[config.mk]
export PLATFORM = sky130hd
export DESIGN_NAME = integer_to_padded_ascii
export DESIGN_NICKNAME = d
export VERILOG_FILES = /design/src/rtl/itpa_pkg.sv /design/src/rtl/itpa_digits.sv /design/src/rtl/integer_to_padded_ascii.sv
export SDC_FILE = /design/constraint.sdc
export NUM_CORES = 1
export LEC_CHECK = 0
export ABC_AREA = 1
export ABC_CLOCK_PERIOD_IN_PS = 12150
export BUFFER_PORTS_ARGS = -buffer_cell sky130_fd_sc_hd__buf_2
export CORE_AREA = 4 4 146 148
export CTS_BUF_LIST = sky130_fd_sc_hd__clkbuf_16
export DETAILED_ROUTE_END_ITERATION = 10
export DIE_AREA = 0 0 150 152
export RECOVER_POWER = 50
export SYNTH_ARGS = -nofsm -noshare
export SYNTH_HDL_FRONTEND = slang
export SYNTH_HIERARCHICAL = 1
export SYNTH_SLANG_ARGS = --single-unit
[constraint.sdc]
create_clock -name clock -period 12.15 [get_ports clock]
set_input_delay 2.43 -clock clock [delete_from_list [all_inputs] [get_ports clock]]
set_output_delay 2.43 -clock clock [all_outputs]
set_load 0.02 [all_outputs]
[src/rtl/itpa_pkg.sv]
// itpa_pkg: types, codes and character constants for the padded integer formatter.
// Used by itpa_digits and integer_to_padded_ascii; depends on nothing.
`default_nettype none

package itpa_pkg;

   // magnitude and digit buffer geometry
   localparam int MAG_W   = 32;
   localparam int NDIG    = 11;             // enough nibbles for 11 octal digits
   localparam int HEX_DIG = 8;
   localparam int NDIG_W  = 4;              // holds 0..NDIG
   localparam logic [4:0] CONV_LAST = 5'(MAG_W - 1);

   // ASCII constants
   localparam logic [6:0] CH_MINUS     = 7'h2D;
   localparam logic [6:0] CH_PLUS      = 7'h2B;
   localparam logic [6:0] CH_SPACE     = 7'h20;
   localparam logic [6:0] CH_ZERO      = 7'h30;
   localparam logic [6:0] CH_ALPHA_OFS = 7'h57;   // 'a' minus ten

   typedef enum logic [1:0] {
      BASE_DEC = 2'd0,
      BASE_OCT = 2'd1,
      BASE_HEX = 2'd2
   } base_type;

   typedef struct packed {
      logic signed [31:0] value;
      logic [1:0]         base_select;
      logic [7:0]         field_width;
      logic               zero_pad;
      logic               show_plus;
      logic               align_left;
   } req_type;

   typedef struct packed {
      logic [6:0] character;
      logic       last_char;
   } rsp_type;

   typedef enum logic [2:0] {
      ST_IDLE,
      ST_CONVERT,
      ST_TRIM,
      ST_LEAD,
      ST_SIGN,
      ST_ZERO,
      ST_DIGIT,
      ST_TRAIL
   } state_type;

   typedef enum logic [2:0] {
      DOP_HOLD,
      DOP_LOAD_DEC,
      DOP_LOAD_OCT,
      DOP_LOAD_HEX,
      DOP_DABBLE,
      DOP_SHIFT
   } dig_op_type;

   // command from the sequencer to the digit buffer
   typedef struct packed {
      dig_op_type        op;
      logic [MAG_W-1:0]  mag;
   } dig_ctl_type;

   // ASCII for one digit nibble
   function automatic logic [6:0] digit_char(input logic [3:0] d);
      logic [6:0] r;
      if (d < 4'd10) begin
         r = CH_ZERO + {3'b000, d};
      end else begin
         r = CH_ALPHA_OFS + {3'b000, d};
      end
      return r;
   endfunction

endpackage

`default_nettype wire

[src/rtl/itpa_digits.sv]
// itpa_digits: nibble-wide digit buffer with bit-serial binary to BCD conversion.
// Depends on itpa_pkg.
`default_nettype none

module itpa_digits (
   input  wire logic                clock,
   input  wire itpa_pkg::dig_ctl_type ctl,
   output logic [3:0]               top_digit
);

   logic [itpa_pkg::NDIG-1:0][3:0]              digits_ff, digits_in;
   logic [itpa_pkg::MAG_W-1:0]                  mag_ff, mag_in;
   logic [itpa_pkg::NDIG-1:0][3:0]              adj;
   logic [itpa_pkg::MAG_W:0]                    mag33;
   logic [itpa_pkg::NDIG*4+itpa_pkg::MAG_W-1:0] dab_w;

   // one operation per cycle: load, double-dabble step or nibble shift
   always_comb begin
      digits_in = digits_ff;
      mag_in    = mag_ff;
      mag33     = {1'b0, ctl.mag};
      for (int i = 0; i < itpa_pkg::NDIG; i++) begin
         adj[i] = (digits_ff[i] >= 4'd5) ? digits_ff[i] + 4'd3 : digits_ff[i];
      end
      dab_w = {adj, mag_ff} << 1;
      unique case (ctl.op)
         itpa_pkg::DOP_LOAD_DEC: begin
            digits_in = '0;
            mag_in    = ctl.mag;
         end
         itpa_pkg::DOP_LOAD_OCT: begin
            for (int i = 0; i < itpa_pkg::NDIG; i++) begin
               digits_in[i] = {1'b0, mag33[3*i +: 3]};
            end
         end
         itpa_pkg::DOP_LOAD_HEX: begin
            digits_in = '0;
            for (int i = 0; i < itpa_pkg::HEX_DIG; i++) begin
               digits_in[i] = ctl.mag[4*i +: 4];
            end
         end
         itpa_pkg::DOP_DABBLE: begin
            digits_in = dab_w[itpa_pkg::NDIG*4+itpa_pkg::MAG_W-1:itpa_pkg::MAG_W];
            mag_in    = dab_w[itpa_pkg::MAG_W-1:0];
         end
         itpa_pkg::DOP_SHIFT: begin
            digits_in = {digits_ff[itpa_pkg::NDIG-2:0], 4'h0};
         end
         default: begin
         end
      endcase
   end

   always_ff @(posedge clock) begin
      digits_ff <= digits_in;
      mag_ff    <= mag_in;
   end

   assign top_digit = digits_ff[itpa_pkg::NDIG-1];

endmodule

`default_nettype wire

[src/rtl/integer_to_padded_ascii.sv]
// integer_to_padded_ascii: printf-style %d/%o/%x formatter, one character per cycle.
// Depends on itpa_pkg and itpa_digits.
//
//   channel   ports                       direction  handshake
//   request   start, busy, req_data       in         taken when start & !busy
//   result    rsp_strobe, rsp_data        out        one cycle per character
//
// The accepting edge loads the digit buffer. Decimal then runs bit-serial BCD
// conversion in the digit buffer; every base then drops leading zero digits,
// keeping at least one, and sends its 1 to FIELD_CHARS-1 characters one at a
// time through the single character port.
// busy is high from the accepting edge until the last character has gone.
// Reset is synchronous and idles the sequencer; the receiver never stalls.
`default_nettype none

module integer_to_padded_ascii #(
   parameter int FIELD_CHARS = 64
) (
   input  wire logic              clock,
   input  wire logic              reset,
   input  wire logic              start,
   output logic                   busy,
   input  wire itpa_pkg::req_type req_data,
   output logic                   rsp_strobe,
   output itpa_pkg::rsp_type      rsp_data
);

   localparam int PW = $clog2(FIELD_CHARS);
   localparam logic [7:0] WMAX = 8'(FIELD_CHARS - 1);

   itpa_pkg::state_type        state_ff, state_in;
   logic [itpa_pkg::NDIG_W-1:0] ndig_ff, ndig_in;
   logic [PW-1:0]              pad_ff, pad_in;
   logic [PW-1:0]              width_ff, width_in;
   logic [4:0]                 cyc_ff, cyc_in;
   logic                       neg_ff, neg_in;
   logic                       sign_ff, sign_in;
   logic                       left_ff, left_in;
   logic                       zero_ff, zero_in;

   itpa_pkg::dig_ctl_type      ctl;
   logic [3:0]                 top_digit;
   logic [itpa_pkg::MAG_W-1:0] mag_w;
   logic [PW-1:0]              text_len_w;
   logic [PW-1:0]              pad_w;
   logic                       trim_done;
   logic                       accept;

   assign busy   = (state_ff != itpa_pkg::ST_IDLE);
   assign accept = start && !busy;

   // magnitude of the request value; the most negative value wraps to 2^31
   assign mag_w = req_data.value[31] ? (32'd0 - $unsigned(req_data.value))
                                     : $unsigned(req_data.value);

   // padding needed once the digit count is final
   assign text_len_w = PW'(ndig_ff) + PW'(sign_ff);
   assign pad_w      = (width_ff > text_len_w) ? width_ff - text_len_w : '0;
   assign trim_done  = (top_digit != 4'h0) || (ndig_ff == itpa_pkg::NDIG_W'(1));

   itpa_digits u_digits (
      .clock     (clock),
      .ctl       (ctl),
      .top_digit (top_digit)
   );

   // next state
   always_comb begin
      state_in = state_ff;
      unique case (state_ff)
         itpa_pkg::ST_IDLE: begin
            if (start) begin
               if (req_data.base_select == itpa_pkg::BASE_OCT ||
                   req_data.base_select == itpa_pkg::BASE_HEX) begin
                  state_in = itpa_pkg::ST_TRIM;
               end else begin
                  state_in = itpa_pkg::ST_CONVERT;
               end
            end
         end
         itpa_pkg::ST_CONVERT: begin
            if (cyc_ff == itpa_pkg::CONV_LAST) state_in = itpa_pkg::ST_TRIM;
         end
         itpa_pkg::ST_TRIM: begin
            if (trim_done) begin
               if (left_ff || zero_ff) begin
                  if (sign_ff)               state_in = itpa_pkg::ST_SIGN;
                  else if (zero_ff && pad_w != '0) state_in = itpa_pkg::ST_ZERO;
                  else                       state_in = itpa_pkg::ST_DIGIT;
               end else if (pad_w != '0) begin
                  state_in = itpa_pkg::ST_LEAD;
               end else begin
                  state_in = sign_ff ? itpa_pkg::ST_SIGN : itpa_pkg::ST_DIGIT;
               end
            end
         end
         itpa_pkg::ST_LEAD: begin
            if (pad_ff == PW'(1)) begin
               state_in = sign_ff ? itpa_pkg::ST_SIGN : itpa_pkg::ST_DIGIT;
            end
         end
         itpa_pkg::ST_SIGN: begin
            state_in = (zero_ff && pad_ff != '0) ? itpa_pkg::ST_ZERO : itpa_pkg::ST_DIGIT;
         end
         itpa_pkg::ST_ZERO: begin
            if (pad_ff == PW'(1)) state_in = itpa_pkg::ST_DIGIT;
         end
         itpa_pkg::ST_DIGIT: begin
            if (ndig_ff == itpa_pkg::NDIG_W'(1)) begin
               state_in = (left_ff && pad_ff != '0) ? itpa_pkg::ST_TRAIL : itpa_pkg::ST_IDLE;
            end
         end
         itpa_pkg::ST_TRAIL: begin
            if (pad_ff == PW'(1)) state_in = itpa_pkg::ST_IDLE;
         end
         default: state_in = itpa_pkg::ST_IDLE;
      endcase
   end

   // outputs, digit buffer commands and counter updates
   always_comb begin
      ctl.op             = itpa_pkg::DOP_HOLD;
      ctl.mag            = mag_w;
      rsp_strobe         = 1'b0;
      rsp_data.character = itpa_pkg::CH_SPACE;
      rsp_data.last_char = 1'b0;
      ndig_in            = ndig_ff;
      pad_in             = pad_ff;
      width_in           = width_ff;
      cyc_in             = cyc_ff;
      neg_in             = neg_ff;
      sign_in            = sign_ff;
      left_in            = left_ff;
      zero_in            = zero_ff;
      unique case (state_ff)
         itpa_pkg::ST_IDLE: begin
            if (start) begin
               neg_in   = req_data.value[31];
               sign_in  = req_data.value[31] || req_data.show_plus;
               left_in  = req_data.align_left;
               zero_in  = req_data.zero_pad && !req_data.align_left;
               width_in = PW'((req_data.field_width > WMAX) ? WMAX : req_data.field_width);
               ndig_in  = itpa_pkg::NDIG_W'(itpa_pkg::NDIG);
               cyc_in   = '0;
               pad_in   = '0;
               if (req_data.base_select == itpa_pkg::BASE_OCT) begin
                  ctl.op = itpa_pkg::DOP_LOAD_OCT;
               end else if (req_data.base_select == itpa_pkg::BASE_HEX) begin
                  ctl.op = itpa_pkg::DOP_LOAD_HEX;
               end else begin
                  ctl.op = itpa_pkg::DOP_LOAD_DEC;
               end
            end
         end
         itpa_pkg::ST_CONVERT: begin
            ctl.op = itpa_pkg::DOP_DABBLE;
            cyc_in = cyc_ff + 5'd1;
         end
         itpa_pkg::ST_TRIM: begin
            // drop leading zero digits, keeping at least one
            if (!trim_done) begin
               ctl.op  = itpa_pkg::DOP_SHIFT;
               ndig_in = ndig_ff - itpa_pkg::NDIG_W'(1);
            end else begin
               pad_in = pad_w;
            end
         end
         itpa_pkg::ST_LEAD: begin
            rsp_strobe         = 1'b1;
            rsp_data.character = itpa_pkg::CH_SPACE;
            pad_in             = pad_ff - PW'(1);
         end
         itpa_pkg::ST_SIGN: begin
            rsp_strobe         = 1'b1;
            rsp_data.character = neg_ff ? itpa_pkg::CH_MINUS : itpa_pkg::CH_PLUS;
         end
         itpa_pkg::ST_ZERO: begin
            rsp_strobe         = 1'b1;
            rsp_data.character = itpa_pkg::CH_ZERO;
            pad_in             = pad_ff - PW'(1);
         end
         itpa_pkg::ST_DIGIT: begin
            rsp_strobe         = 1'b1;
            rsp_data.character = itpa_pkg::digit_char(top_digit);
            rsp_data.last_char = (ndig_ff == itpa_pkg::NDIG_W'(1)) &&
                                 !(left_ff && pad_ff != '0);
            ctl.op             = itpa_pkg::DOP_SHIFT;
            ndig_in            = ndig_ff - itpa_pkg::NDIG_W'(1);
         end
         itpa_pkg::ST_TRAIL: begin
            rsp_strobe         = 1'b1;
            rsp_data.character = itpa_pkg::CH_SPACE;
            rsp_data.last_char = (pad_ff == PW'(1));
            pad_in             = pad_ff - PW'(1);
         end
         default: begin
         end
      endcase
   end

   // sequencer and request registers
   always_ff @(posedge clock) begin
      if (reset) begin
         state_ff <= itpa_pkg::ST_IDLE;
         ndig_ff  <= '0;
         pad_ff   <= '0;
         cyc_ff   <= '0;
      end else begin
         state_ff <= state_in;
         ndig_ff  <= ndig_in;
         pad_ff   <= pad_in;
         cyc_ff   <= cyc_in;
      end
   end

   always_ff @(posedge clock) begin
      width_ff <= width_in;
      neg_ff   <= neg_in;
      sign_ff  <= sign_in;
      left_ff  <= left_in;
      zero_ff  <= zero_in;
   end

   // checks
   a_accept_busy: assert property (@(posedge clock) disable iff (reset)
      accept |=> busy)
      else $error("accepted request did not raise busy");

   a_last_frees: assert property (@(posedge clock) disable iff (reset)
      rsp_strobe && rsp_data.last_char |=> !busy)
      else $error("busy still high after last character");

   a_idle_quiet: assert property (@(posedge clock) disable iff (reset)
      !busy |-> !rsp_strobe)
      else $error("character strobed while idle");

   a_digit_count: assert property (@(posedge clock) disable iff (reset)
      state_ff == itpa_pkg::ST_DIGIT |-> ndig_ff != '0)
      else $error("digit emitted with empty digit count");

endmodule

`default_nettype wire
==> flow_metrics.env <==
export IMPL_status="finished, violations left"
export IMPL_violations="capacitance limit, slew limit"
export IMPL_overflow=0
export IMPL_r2r_start="u_digits/top_digit[0]"
export IMPL_cts_buffers_inserted=9
export IMPL_skew_ns=0.00532
export IMPL_synth_most_common_cell="nand2_1"
export IMPL_crit_family="buffers and inverters"
export IMPL_cpPeakStageDelay_ns=1.45
export IMPL_worstMarginPinSlew_ns=4.00
export IMPL_dieHeight_um=152
export IMPL_cts_repair_resized=0
export IMPL_drt_iter0_markers=446
export IMPL_syn_area_mm2=0.00790
export IMPL_drv_slew=107
export IMPL_drv_cap=2
export IMPL_grt_usage_pct=17.6
export IMPL_syn_area_per_cell_um2=7.26
export IMPL_yosysWarnings=6
export IMPL_hold_path_class="reg2reg"
export IMPL_grt_max_degree=96
export IMPL_drc=0
export IMPL_antennaDiodeCount=0
export IMPL_fin_crit_ns=7.18
export IMPL_grt_pass1_vias=6561
export IMPL_core_area_mm2=0.0200
export IMPL_h_tree_depth=3
export IMPL_vias=7018
export IMPL_hold_start="cyc_ff[4]"
export IMPL_layout_drive_gt1_share_pct=9.27
export IMPL_synth_async_sr_flop_share_pct=0
export IMPL_clk_latency_ns=0.36
export IMPL_synth_nets=1177
export IMPL_final_area_mm2=0.00858
export IMPL_crit_start="start"
export IMPL_finalHoldViolations=0
export IMPL_synthFlopType="edfxtp_1"
export IMPL_crit_buf_inv=5
export IMPL_synth_area_leaders="edfxtp_1 (33%), nand2_1 (15%), inv_1 (7.1%)"
export IMPL_ys_seq_elements=104
export IMPL_worst_path_max_fanout=95
export IMPL_p_per_area_mw_per_mm2=261
export IMPL_num_rows=52
export IMPL_path_clk_slew_ns=0.07
export IMPL_fmax_ghz=0.139
export IMPL_ir_worst_vdd_uv=141
export IMPL_cts_root_buf="clkbuf_16"
export IMPL_port_buffers=56
export IMPL_tritoncts="built"
export IMPL_viasPerCell=5.00
export IMPL_yosysSeqAreaShare_pct=37.2
export IMPL_synth_cell_types=46
export IMPL_postCtsSetupBuffers=0
export IMPL_die_area_mm2=0.0228
export IMPL_clockBufferDepth=2
export IMPL_initial_core_util_pct=39.4
export IMPL_detail_route_antenna_nets=0
export IMPL_critPathArrivalTime_ns=7.29
export IMPL_worstPathRequired_ns=12.25
export IMPL_synth_edf_count=86
export IMPL_syn_inst=1089
export IMPL_crit_path_top_delay_cell="clkbuf_1"
export IMPL_cp_start_kind="input port"
export IMPL_timing_setup_tns_ns=0
export IMPL_max_slew_margin_pct=-166
export IMPL_clock_sinks=104
export IMPL_gp_congestion=0.880
export IMPL_drt_first_pass_iters=7
export IMPL_synth_common_cells="nand2_1 (326), inv_1 (149), nor2_1 (100)"
export IMPL_post_dp_cell_area_mm2=0.00835
export IMPL_drt_wirelength_per_cell_um=14.4
export IMPL_critPathKind="in2reg"
export IMPL_rsz0062_at_grt="no"
export IMPL_drt_total_wl_um=20200
export IMPL_synth_largest_area_cell="edfxtp_1"
export IMPL_syn_to_final_growth_pct=8.53
export IMPL_antenna_found_initial=0
export IMPL_final_nets=1216
export IMPL_synth_top_area_share_pct=32.7
export IMPL_finalSetupViolCount=0
export IMPL_min_period_over_period_pct=59.1
export IMPL_grt_pass1_wl_um=32300
export IMPL_pin_count=58
export IMPL_hpwl_um=15200
export IMPL_p_leak_uw=0.00393
export IMPL_end_kind="register"
export IMPL_crit_chain="clkbuf_1 -> inv_1 -> nor2_1 -> inv_1 -> nor2_1 -> clkinvlp_2 -> nand2_1 -> nor2_4 -> clkbuf_1 -> o21ai_0"
export IMPL_nFillCells=2143
export IMPL_die_w_um=150
export IMPL_hold_buffers=0
==> logic make-up (layout without fill, tap and decap cells) <==
family          Yosys count  after routing  synth area share [%]
compound gates          138            138                  10.0
xor+xnor                 36             36                  3.99
fa+ha+maj                40             40                  6.43
buf+inv                 189            233                  10.1
flops                   104            104                  37.2
other cells               1              1                0.0475
simple gates            581            581                  32.2
==> power breakdown <==
part           leakage (µW)  internal (µW)  total (µW)  switching, µW
registers          0.000993            673         785            111
clock network      0.000151            150         287            137
logic               0.00279            356        1170            814
total               0.00393           1180        2240           1060
==> final cells by class <==
cell class / count / area [µm²] / share of cell area, %
clock buffer: 10 / 250 / 2.92
clock inverter: 6 / 32.5 / 0.379
inverter: 158 / 597 / 6.96
multi-input combinational: 796 / 4130 / 48.2
sequential: 104 / 2940 / 34.3
tap: 270 / 338 / 3.94
timing repair buffer: 59 / 285 / 3.33
==> sequential cells by signal (all words and copies together) (netlist names), 3 cells and up <==
signal,count
cyc_ff,5
ndig_ff,4
pad_ff,6
state_ff,3
u_digits/digits_ff,40
u_digits/mag_ff,32
u_digits/top_digit,4
width_ff,6
==> layout by cell type, fill, tap and decap left out, types with 6 or more instances in the layout <==
| cell type | synthesis | layout |
|---|---|---|
| inv_2 | 7 | 7 |
| buf_2 | 11 | 45 |
| ha_1 | 39 | 39 |
| o22ai_1 | 6 | 6 |
| inv_1 | 149 | 151 |
| edfxtp_1 | 86 | 86 |
| a21oi_1 | 37 | 38 |
| dfxtp_1 | 18 | 18 |
| nand2_2 | 10 | 10 |
| nand3_1 | 80 | 80 |
| nor2_4 | 8 | 6 |
| nand4_1 | 31 | 31 |
| nor2_1 | 100 | 101 |
| xnor2_1 | 14 | 14 |
| o21ai_0 | 60 | 61 |
| xor2_1 | 22 | 22 |
| clkbuf_1 | 3 | 12 |
| o211ai_1 | 10 | 10 |
| nand2_1 | 326 | 326 |
| clkbuf_16 | 0 | 10 |
==> per-layer routing <==
| metal | GRT usage, % | share of wire (%) | vias up |
|---|---|---|---|
| met1 | 23.3 | 46 | 3202 |
| met5 | 0 | 0 | - |
| met3 | 2.62 | 4.6 | 19 |
| met4 | 5.27 | 1.7 | 0 |
| li1 | - | - | 3633 |
| met2 | 29.7 | 48 | 164 |
==> through the flow <==
step | hold WS [ns] | utilization [%] | setup WS (ns) | total power, µW | instances
after floorplan | 0.444 | - | 5.69 | 1690 | 1089
after global placement | 0.454 | 41.7 | 6.81 | 1950 | 1387
after detailed placement | 0.464 | 41.7 | 6.71 | 1960 | 1387
after CTS | 0.473 | 43.1 | 7.09 | 2250 | 1403
after global routing | 0.507 | 42.8 | 4.43 | 2450 | 1403
final | 0.474 | 42.8 | 4.97 | 2240 | 1403
==> path summary, 6_finish.rpt <==
kind | endpoint | slack (ns) | cells past startpoint
max | u_digits/mag_ff[30] | 4.97 | 10
min | cyc_ff[4] | 0.47 | 2
max reg2reg | u_digits/mag_ff[30] | 6.41 | 12
min reg2reg | cyc_ff[4] | 0.47 | 2
==> worst min-delay path, delay by kind of cell, from the launching register on <==
family,cells,cell delay (ns)
AO/OA/AOI/OAI,1,0.05
AND/OR/NAND/NOR,1,0.06
flip-flops,1,0.31
Power figures use the tool's default switching activity.
